File: src/design/iee_pkg.sv
// ----------------------------------------------------------------------------
// iee_pkg: shared types and constants for the infix expression evaluator
// Character classes, operator codes, status codes and default parameters.
// ----------------------------------------------------------------------------
package iee_pkg;

  localparam int STACK_DEPTH_DEF = 128;
  localparam int VALUE_WIDTH_DEF = 48;
  localparam int FRAC_BITS_DEF   = 16;

  localparam logic [1:0] OP_ADD = 2'd0;
  localparam logic [1:0] OP_SUB = 2'd1;
  localparam logic [1:0] OP_MUL = 2'd2;
  localparam logic [1:0] OP_DIV = 2'd3;

  localparam logic [1:0] ST_OK    = 2'd0;
  localparam logic [1:0] ST_DIV0  = 2'd1;
  localparam logic [1:0] ST_OVF   = 2'd2;
  localparam logic [1:0] ST_STACK = 2'd3;

  localparam logic [7:0] CH_ZERO  = 8'h30;
  localparam logic [7:0] CH_NINE  = 8'h39;
  localparam logic [7:0] CH_PLUS  = 8'h2B;
  localparam logic [7:0] CH_MINUS = 8'h2D;
  localparam logic [7:0] CH_STAR  = 8'h2A;
  localparam logic [7:0] CH_SLASH = 8'h2F;

  typedef enum logic [1:0] {
    K_SKIP  = 2'd0,
    K_DIGIT = 2'd1,
    K_OPER  = 2'd2
  } kind_t;

  // classified item passed from front to back
  typedef struct packed {
    kind_t      kind;
    logic [3:0] digit;
    logic [1:0] op;
    logic       last;
  } token_t;

endpackage

File: src/design/iee_front.sv
// ----------------------------------------------------------------------------
// iee_front: classify characters and queue tokens
// Two-entry queue between the input handshake and the evaluation engine.
// ----------------------------------------------------------------------------
module iee_front (
  input  logic              clk,
  input  logic              rst,
  input  logic              push,
  output logic              full,
  input  logic [7:0]        char_code,
  input  logic              last_char,
  output logic              tok_valid,
  output iee_pkg::token_t   tok,
  input  logic              tok_take
);

  iee_pkg::token_t q [2];
  logic [1:0]      cnt;
  iee_pkg::token_t t_in;
  logic            wr;
  logic            rd;

  always_comb begin
    t_in.digit = 4'(char_code - iee_pkg::CH_ZERO);
    t_in.last  = last_char;
    t_in.op    = iee_pkg::OP_ADD;
    t_in.kind  = iee_pkg::K_SKIP;
    if (char_code >= iee_pkg::CH_ZERO && char_code <= iee_pkg::CH_NINE) begin
      t_in.kind = iee_pkg::K_DIGIT;
    end else begin
      case (char_code)
        iee_pkg::CH_PLUS:  begin t_in.kind = iee_pkg::K_OPER; t_in.op = iee_pkg::OP_ADD; end
        iee_pkg::CH_MINUS: begin t_in.kind = iee_pkg::K_OPER; t_in.op = iee_pkg::OP_SUB; end
        iee_pkg::CH_STAR:  begin t_in.kind = iee_pkg::K_OPER; t_in.op = iee_pkg::OP_MUL; end
        iee_pkg::CH_SLASH: begin t_in.kind = iee_pkg::K_OPER; t_in.op = iee_pkg::OP_DIV; end
        default: ;
      endcase
    end
  end

  assign full      = (cnt == 2'd2);
  assign tok_valid = (cnt != 2'd0);
  assign tok       = q[0];
  assign wr        = push && !full;
  assign rd        = tok_take && tok_valid;

  always_ff @(posedge clk) begin
    if (rd) begin
      q[0] <= q[1];
    end
    if (wr) begin
      if (rd) begin
        if (cnt == 2'd1) q[0] <= t_in; else q[1] <= t_in;
      end else begin
        if (cnt == 2'd0) q[0] <= t_in; else q[1] <= t_in;
      end
    end
    if (rst) begin
      cnt <= 2'd0;
    end else begin
      cnt <= cnt + 2'(wr) - 2'(rd);
    end
  end

endmodule

File: config.mk
export PLATFORM = sky130hd
export DESIGN_NAME = iee_front
export DESIGN_NICKNAME = d
export VERILOG_FILES = /design/src/design/iee_pkg.sv /design/src/design/iee_front.sv
export SDC_FILE = /design/constraint.sdc
export NUM_CORES = 1
export LEC_CHECK = 0
export BUFFER_PORTS_ARGS = -buffer_cell sky130_fd_sc_hd__buf_2
export CORE_ASPECT_RATIO = 1.1
export CORE_MARGIN = 1.5
export CORE_UTILIZATION = 25
export DETAILED_ROUTE_END_ITERATION = 10
export SYNTH_ARGS = -nofsm -noshare
export SYNTH_HDL_FRONTEND = slang
export SYNTH_SLANG_ARGS = --single-unit
File: constraint.sdc
create_clock -name clk -period 4.6 [get_ports clk]
set_clock_uncertainty 0.05 [all_clocks]
set_input_delay 0.69 -clock clk [delete_from_list [all_inputs] [get_ports clk]]
set_output_delay 0.69 -clock clk [all_outputs]
set_load 0.005 [all_outputs]
==> results.md, run 1 <==
* Status: finished, final reports clean
* Worst Hold Class: register to register
* Simple-Gate Fraction of Synth Area at 0.0904
* CP endpoint kind: register
* Final number of hold-violating endpoints at 0
* Most frequent cells in the layout: buf_2, edfxtp_1, mux2_2
* Layout area overhead at 16.3%
* Highest clock rate at 0.533 GHz
* Clock Root Buffer: clkbuf_8
* Clk sinks at 20
* Fin area at 1110 µm²
* Global Route Usage Sum at 0.0731
* Final WS setup at 2.72 ns
* Final HPWL DP at 1.14 mm
* Tot Pwr at 494 µW
* Clock buffer depth at 2
* GP Congestion at 0.740
* PortBufs at 23
* Critical Path RT at 4.70 ns
* CTS tree: done
* CTS buffer count at 3
* Crit path DAT at 1.97 ns
* Share of layout cells above drive strength 1 at 0.500
* Global-route wire length before repair at 2.22 mm
* Synth Cell Area at 955 µm²
* Unrepaired setup endpoints after global routing: no
* Final Setup Violations at 0
* Clk_lat worst skew at 0.25 ns
* Synth Warn # at 0
* Final setup TNS at 0 ns
* CP startpoint kind: register
* Post-synthesis xor/xnor area fraction at 0.0275
* Largest family of logic cells by synthesized area: multiplexers
* Hold Slack at 0.501 ns
* First-pass DRT Iterations at 3
* Fin crit share at 0.408
* Post-CTS sizing at 0
* Slew margin rel. at 0.421
* Initial antenna violation count at 0
* Most common cell after layout, fill and taps aside: buf_2
* Netlist cell types at 22
* Core area at 3650 µm²
* CP cell instances: or2_2, and2_1, ha_1, inv_1, ha_1, xnor2_1, xnor2_1, nor2_1
* Crit path largest cell delay at 0.36 ns
* Syn_area_per_cell at 14.9 µm²
* Die height at 67.8 µm
* Vias in the first global route at 484
* Largest net degree at the start of global routing at 12
* DRC at 0
* Post-CTS Setup Repair Bufs at 0
* Mux cell area share after synthesis at 0.134
* P_leak at 0.000434 µW
* Sequential fraction of the synthesis area at 0.608
* CP max FO at 6
* CTS clk-pin slew, worst paths at 0.06 ns
* Drt wl/cell at 10.9 µm
* Max Cap Viol at 0
* Slew @ Worst Pin at 0.869 ns
* Initial drt markers at 8
* Synthesized Nets at 79
* Post-layout nets at 98
* Total grt overflow at 0
* Final Max Slew Viols at 0
* Routed Antenna Nets at 0
* Synth Area in Compound Gates at 0.0354
* Hold buffers post-CTS at 0
* Starting Density at 0.261
* Worst vdd ir at 0.111 mV
* Die footprint at 4200 µm²
* Post-DR vias/cell at 3.94
* Rows at 23
* Pre-CTS setup slack at 2.59 ns
* Number of diodes at 0
* Routed vias at 520
* Ports at 24
* Worst Setup Path Type: register to register
* Mapped Cells at 64
* Post-layout min period at 1.88 ns
* Width of the die at 61.9 µm
* Post-Route WL at 1.43 mm
* Post-Synth Adder-Cell Area at 0.0262
* Power per cell area at 445 nW/µm²
* H-tree levels at 1
* Seq cells post-synth at 20
* Placed inst area at 1060 µm²
* Slowest stage cell, crit path: dfxtp_1
## critical path: cells and delay by family, from the launching register on
kind                     cells  cell delay, ns
AND/OR/NAND/NOR              3            0.54
XOR/XNOR                     2            0.32
adder cells (fa/ha/maj)      2            0.46
buffers and inverters        1            0.04
flip-flops                   1            0.36
## cells in the mapped netlist, drive strengths merged
master | number | share of area
edfxtp | 18 | 0.57
mux2 | 11 | 0.13
buf | 9 | 0.071
xnor2 | 3 | 0.028
and3 | 2 | 0.018
and4 | 2 | 0.020
dfxtp | 2 | 0.042
ha | 2 | 0.026
inv | 2 | 0.0079
nor2 | 2 | 0.0079
nor2b | 2 | 0.013
o21ai | 2 | 0.010
a21boi | 1 | 0.020
a21oi | 1 | 0.0052
and2 | 1 | 0.0066
nand2 | 1 | 0.0039
nand2b | 1 | 0.0066
nor3b | 1 | 0.0079
or2 | 1 | 0.0066
## worst paths after layout
check / from / end / slack (ns) / cells after the start
setup / recovery: cnt[0] / cnt[1] / 2.72 / 8
hold / removal: q[0][15] / q[0][6] / 0.50 / 1
setup reg to reg: cnt[0] / cnt[1] / 2.72 / 8
hold reg to reg: q[0][15] / q[0][6] / 0.50 / 1
## cell families after synthesis
| group | Yosys count |
|---|---|
| AND/OR/NAND/NOR | 13 |
| multiplexers | 11 |
| flip-flops | 20 |
| adder cells (fa/ha/maj) | 2 |
| XOR/XNOR | 3 |
| buffers and inverters | 11 |
| AO/OA/AOI/OAI | 4 |
## layer usage
layer | global-route usage | part of all wire | vias up
met5 | 0 | 0 | -
met4 | 0.0559 | 0.029 | 0
met3 | 0.00567 | 0.025 | 4
met2 | 0.132 | 0.56 | 13
met1 | 0.0765 | 0.38 | 245
li1 | - | - | 258
## registers in the layout, summed over array words and instances (netlist names)
name / count
q: 18
cnt: 2
## final cells by class
| class | count | area (µm²) |
|---|---|---|
| well taps | 50 | 62.6 |
| fillers | 373 | 2540 |
| repair buffers | 23 | 115 |
| multi-input cells | 33 | 299 |
| clock buffers | 4 | 45.0 |
| inverters | 2 | 7.51 |
| flip-flops and latches | 20 | 581 |
## through the flow
| step | cells | utilization |
|---|---|---|
| floorplan | 64 | - |
| global placement | 128 | 0.291 |
| detailed placement | 128 | 0.291 |
| CTS | 132 | 0.304 |
| global route | 132 | 0.304 |
| finish | 132 | 0.304 |
## where the power goes
| group | total, µW | switching, µW | internal [µW] | leakage, µW |
|---|---|---|---|---|
| logic | 122 | 59.0 | 63.2 | 0.000222 |
| clock network | 112 | 50.8 | 61.4 | 0.0000228 |
| registers | 259 | 13.7 | 245 | 0.000189 |
| total | 494 | 124 | 370 | 0.000434 |
(Power assumes the default switching activity.)
==> inputs of run 2 (changes only) <==
--- a/config.mk
+++ b/config.mk
@@ -5,6 +5,7 @@
 export SDC_FILE = /design/constraint.sdc
 export NUM_CORES = 1
 export LEC_CHECK = 0
+export ABC_AREA = 1
 export BUFFER_PORTS_ARGS = -buffer_cell sky130_fd_sc_hd__buf_2
 export CORE_ASPECT_RATIO = 1.1
 export CORE_MARGIN = 1.5
==> constraint.sdc (replaced) <==
create_clock -name clk -period 1.9 [get_ports clk]
set_clock_uncertainty 0.05 [all_clocks]
set_input_delay 0.285 -clock clk [delete_from_list [all_inputs] [get_ports clk]]
set_output_delay 0.285 -clock clk [all_outputs]
set_load 0.005 [all_outputs]
==> run 2 against run 1 <==
Against the previous run: clock power is 150% higher; hold slack worse by 0.35 ns; register-to-register slack worse by 2.5 ns; cell count is 38% higher; critical path depth is 2 higher; first-iteration DRC count is 50% higher; final area is 7.0% higher; non-clock buffer count is 1 higher; sequential share of layout area is 3.4 points lower; die area is 7.9% higher.
==> results.md, run 2 <==
* Status: finished, final reports clean (unchanged)
* Initial antenna violation count at 0 (unchanged)
* Slew margin rel. at 0.755 (was 0.421)
* CP max FO at 5 (was 6)
* Core area at 3960 µm² (was 3650 µm²)
* HP Start: rst (was q[0][15])
* Share of layout cells above drive strength 1 at 0.262 (was 0.500)
* Reg2reg end: cnt[1] (unchanged)
* Rows at 24 (was 23)
* Netlist cell types at 15 (was 22)
* DRC at 0 (unchanged)
* Hold buffers post-CTS at 0 (unchanged)
* Clk_lat worst skew at 0.25 ns (about the same)
* Worst hold endpoint: cnt[0] (was q[0][6])
* GP Congestion at 0.751 (was 0.740)
* Dominant cells by area after synthesis: edfxtp_1, nand2_1, buf_4, inv_1, nor2_1 (was edfxtp_1, mux2_2, buf_4, dfxtp_1, xnor2_1)
* H-tree levels at 1 (unchanged)
* Layout Cells excl Fill at 182 (was 132)
* Final Max Slew Viols at 0 (unchanged)
* Routed vias at 694 (was 520)
* Critical Path RT at 2.01 ns (was 4.70 ns)
* Post-CTS sizing at 0 (unchanged)
* Core Util, Final at 0.300 (was 0.304)
* Power per cell area at 1180 nW/µm² (was 445 nW/µm²)
* Max reg flops at 18 (unchanged)
* Layout area overhead at 14.9% (was 16.3%)
* Most common cell after layout, fill and taps aside: nand2_1 (was buf_2)
* Async SR Flop Fraction at 0 (unchanged)
* Post-layout nets at 146 (was 98)
* CP startpoint kind: register (unchanged)
* Met3 routed wirelength at 87 µm (was 36 µm)
* Synthesized Nets at 127 (was 79)
* Cell taking the most area after synthesis: edfxtp_1 (unchanged)
* Post-layout min period at 1.65 ns (was 1.88 ns)
* Max Cap Viol at 0 (unchanged)
* CTS clk-pin slew, worst paths at 0.07 ns (was 0.06 ns)
* Highest clock rate at 0.608 GHz (was 0.533 GHz)
* Dpl cells at 178 (was 128)
* Worst Hold Depth at 2 (was 1)
* Clock buffer depth at 2 (unchanged)
* EDFF count, synth at 18 (unchanged)
* Synth cell count leaders: nand2_1, edfxtp_1, inv_1 (was edfxtp_1, mux2_2, buf_4)
* Tot Pwr at 1400 µW (was 494 µW)
* Post-CTS Setup Repair Bufs at 0 (unchanged)
* Initial drt markers at 12 (was 8)
* Clock Root Buffer: clkbuf_8 (unchanged)
* Largest regs: q: 18 flops, cnt: 2 flops (unchanged)
* Top-count cell post-synth: nand2_1 (was edfxtp_1)
* Slew @ Worst Pin at 0.366 ns (was 0.869 ns)
* CTS tree: done (unchanged)
* Synth Cell Area at 1030 µm² (was 955 µm²)
* Final HPWL DP at 1.25 mm (was 1.14 mm)
* Final Setup Violations at 0 (unchanged)
* Met2 Wirelength at 634 µm (was 808 µm)
* Clk sinks at 20 (unchanged)
* Hold Slack at 0.151 ns (was 0.501 ns)
* Largest net degree at the start of global routing at 13 (was 12)
* Yosys top cell area share at 0.523 (was 0.566)
* Die height at 70.4 µm (was 67.8 µm)
* Sequential fraction of the synthesis area at 0.562 (was 0.608)
* CP endpoint kind: register (unchanged)
* Global Route Usage Sum at 0.0817 (was 0.0731)
* FF-to-FF Start: cnt[0] (unchanged)
* First-pass DRT Iterations at 4 (was 3)
* R2r worst-path depth at 10 (was 8)
* Top_reg_cell synth: edfxtp_1 (unchanged)
* Global-route wire length before repair at 2.79 mm (was 2.22 mm)
* Flop2flop setup slack at 0.25 ns (was 2.72 ns)
* Synth Warn # at 0 (unchanged)
* Worst Setup Path Type: register to register (unchanged)
* Starting Density at 0.261 (about the same)
* Routed Antenna Nets at 0 (unchanged)
* Ports at 24 (unchanged)
* Final number of hold-violating endpoints at 0 (unchanged)
* Most flop-heavy register: q (unchanged)
* Drt wl/cell at 8.96 µm (was 10.9 µm)
* Crit path DAT at 1.75 ns (was 1.97 ns)
* Fin crit share at 0.866 (was 0.408)
* Number of diodes at 0 (unchanged)
* Post-Route WL at 1.63 mm (was 1.43 mm)
* M1 wire length at 850 µm (was 547 µm)
* Seq cells post-synth at 20 (unchanged)
* Post-DR vias/cell at 3.81 (was 3.94)
* Worst Hold Class: input pin to register (was register to register)
* CTS buffer count at 3 (unchanged)
* Unrepaired setup endpoints after global routing: no (unchanged)
* Uppermost routed layer: met4 (unchanged)
* Width of the die at 64.3 µm (was 61.9 µm)
* Worst vdd ir at 0.320 mV (was 0.111 mV)
* Mapped Cells at 112 (was 64)
* Most frequent cells in the layout: nand2_1, buf_2, edfxtp_1 (was buf_2, edfxtp_1, mux2_2)
* P_leak at 0.000586 µW (was 0.000434 µW)
* Final setup TNS at 0 ns (unchanged)
* Die footprint at 4530 µm² (was 4200 µm²)
* PortBufs at 23 (unchanged)
* Vias in the first global route at 628 (was 484)
* Syn_area_per_cell at 9.23 µm² (was 14.9 µm²)
* Total grt overflow at 0 (unchanged)
[run 2: cell types whose count changed in the layout (fill, tap and decap cells not counted), sizes merged, moves of 3 or more]
cell	change
inv	+16
nand2	+36
a21oi	+3
nand3	+6
mux2	-11
nor2	+9
[run 2: kinds of logic (layout without fill, tap and decap cells)]
kind of cell / Yosys count / count (layout) / share of synthesized area
adder cells (fa/ha/maj): 2 / 2 / 0.0242
flip-flops: 20 / 20 / 0.562
XOR/XNOR: 1 / 1 / 0.00848
AO/OA/AOI/OAI: 7 / 7 / 0.0557
buffers and inverters: 28 / 46 / 0.142
AND/OR/NAND/NOR: 54 / 54 / 0.208
[run 2: per-stage QoR]
| step | cell area, µm² | worst slack (ns) |
|---|---|---|
| CTS | 1190 | 0.250 |
| global placement | 1140 | 0.286 |
| global route | 1190 | 0.0570 |
| detailed placement | 1140 | 0.258 |
| finish | 1190 | 0.254 |
| floorplan | 1030 | 0.328 |
[run 2: worst max-delay path by stage]
stage	start	to	slack, ns	cells past startpoint
after detailed placement	cnt[0]	cnt[1]	0.26	10
final	cnt[0]	cnt[1]	0.25	10
after floorplan	cnt[1]	cnt[1]	0.33	11
after CTS	cnt[0]	cnt[1]	0.25	10
after global routing	cnt[0]	cnt[1]	0.06	11
after global placement	cnt[0]	cnt[1]	0.29	10
[run 2: worst max-delay path: stages (launching register included)]
cell and delay, ns:
dfxtp_1 0.43, inv_2 0.07, a21oi_4 0.14, inv_1 0.06, ha_1 0.26, inv_1 0.04, ha_1 0.17, xnor2_1 0.17
nand2_1 0.07, nand2_1 0.05, nor2_1 0.03
[run 2: power by group]
group	internal, µW	switching [µW]
Clock	144	134
Sequential	631	45.2
Combinational	169	278
[run 2: final cells by class]
| type | count | area (µm²) |
|---|---|---|
| Fill cell | 433 | 2780 |
| Sequential cell | 20 | 581 |
| Multi-Input combinational cell | 64 | 307 |
| Timing Repair Buffer | 24 | 123 |
| Inverter | 18 | 67.6 |
| Tap cell | 52 | 65.1 |
| Clock buffer | 3 | 41.3 |
| Clock inverter | 1 | 3.75 |
[run 2: layer usage]
layer,vias to the layer above,GRT usage
li1,377,-
met1,285,0.105
met2,27,0.118
met3,5,0.0161
met4,0,0.0638
met5,-,0
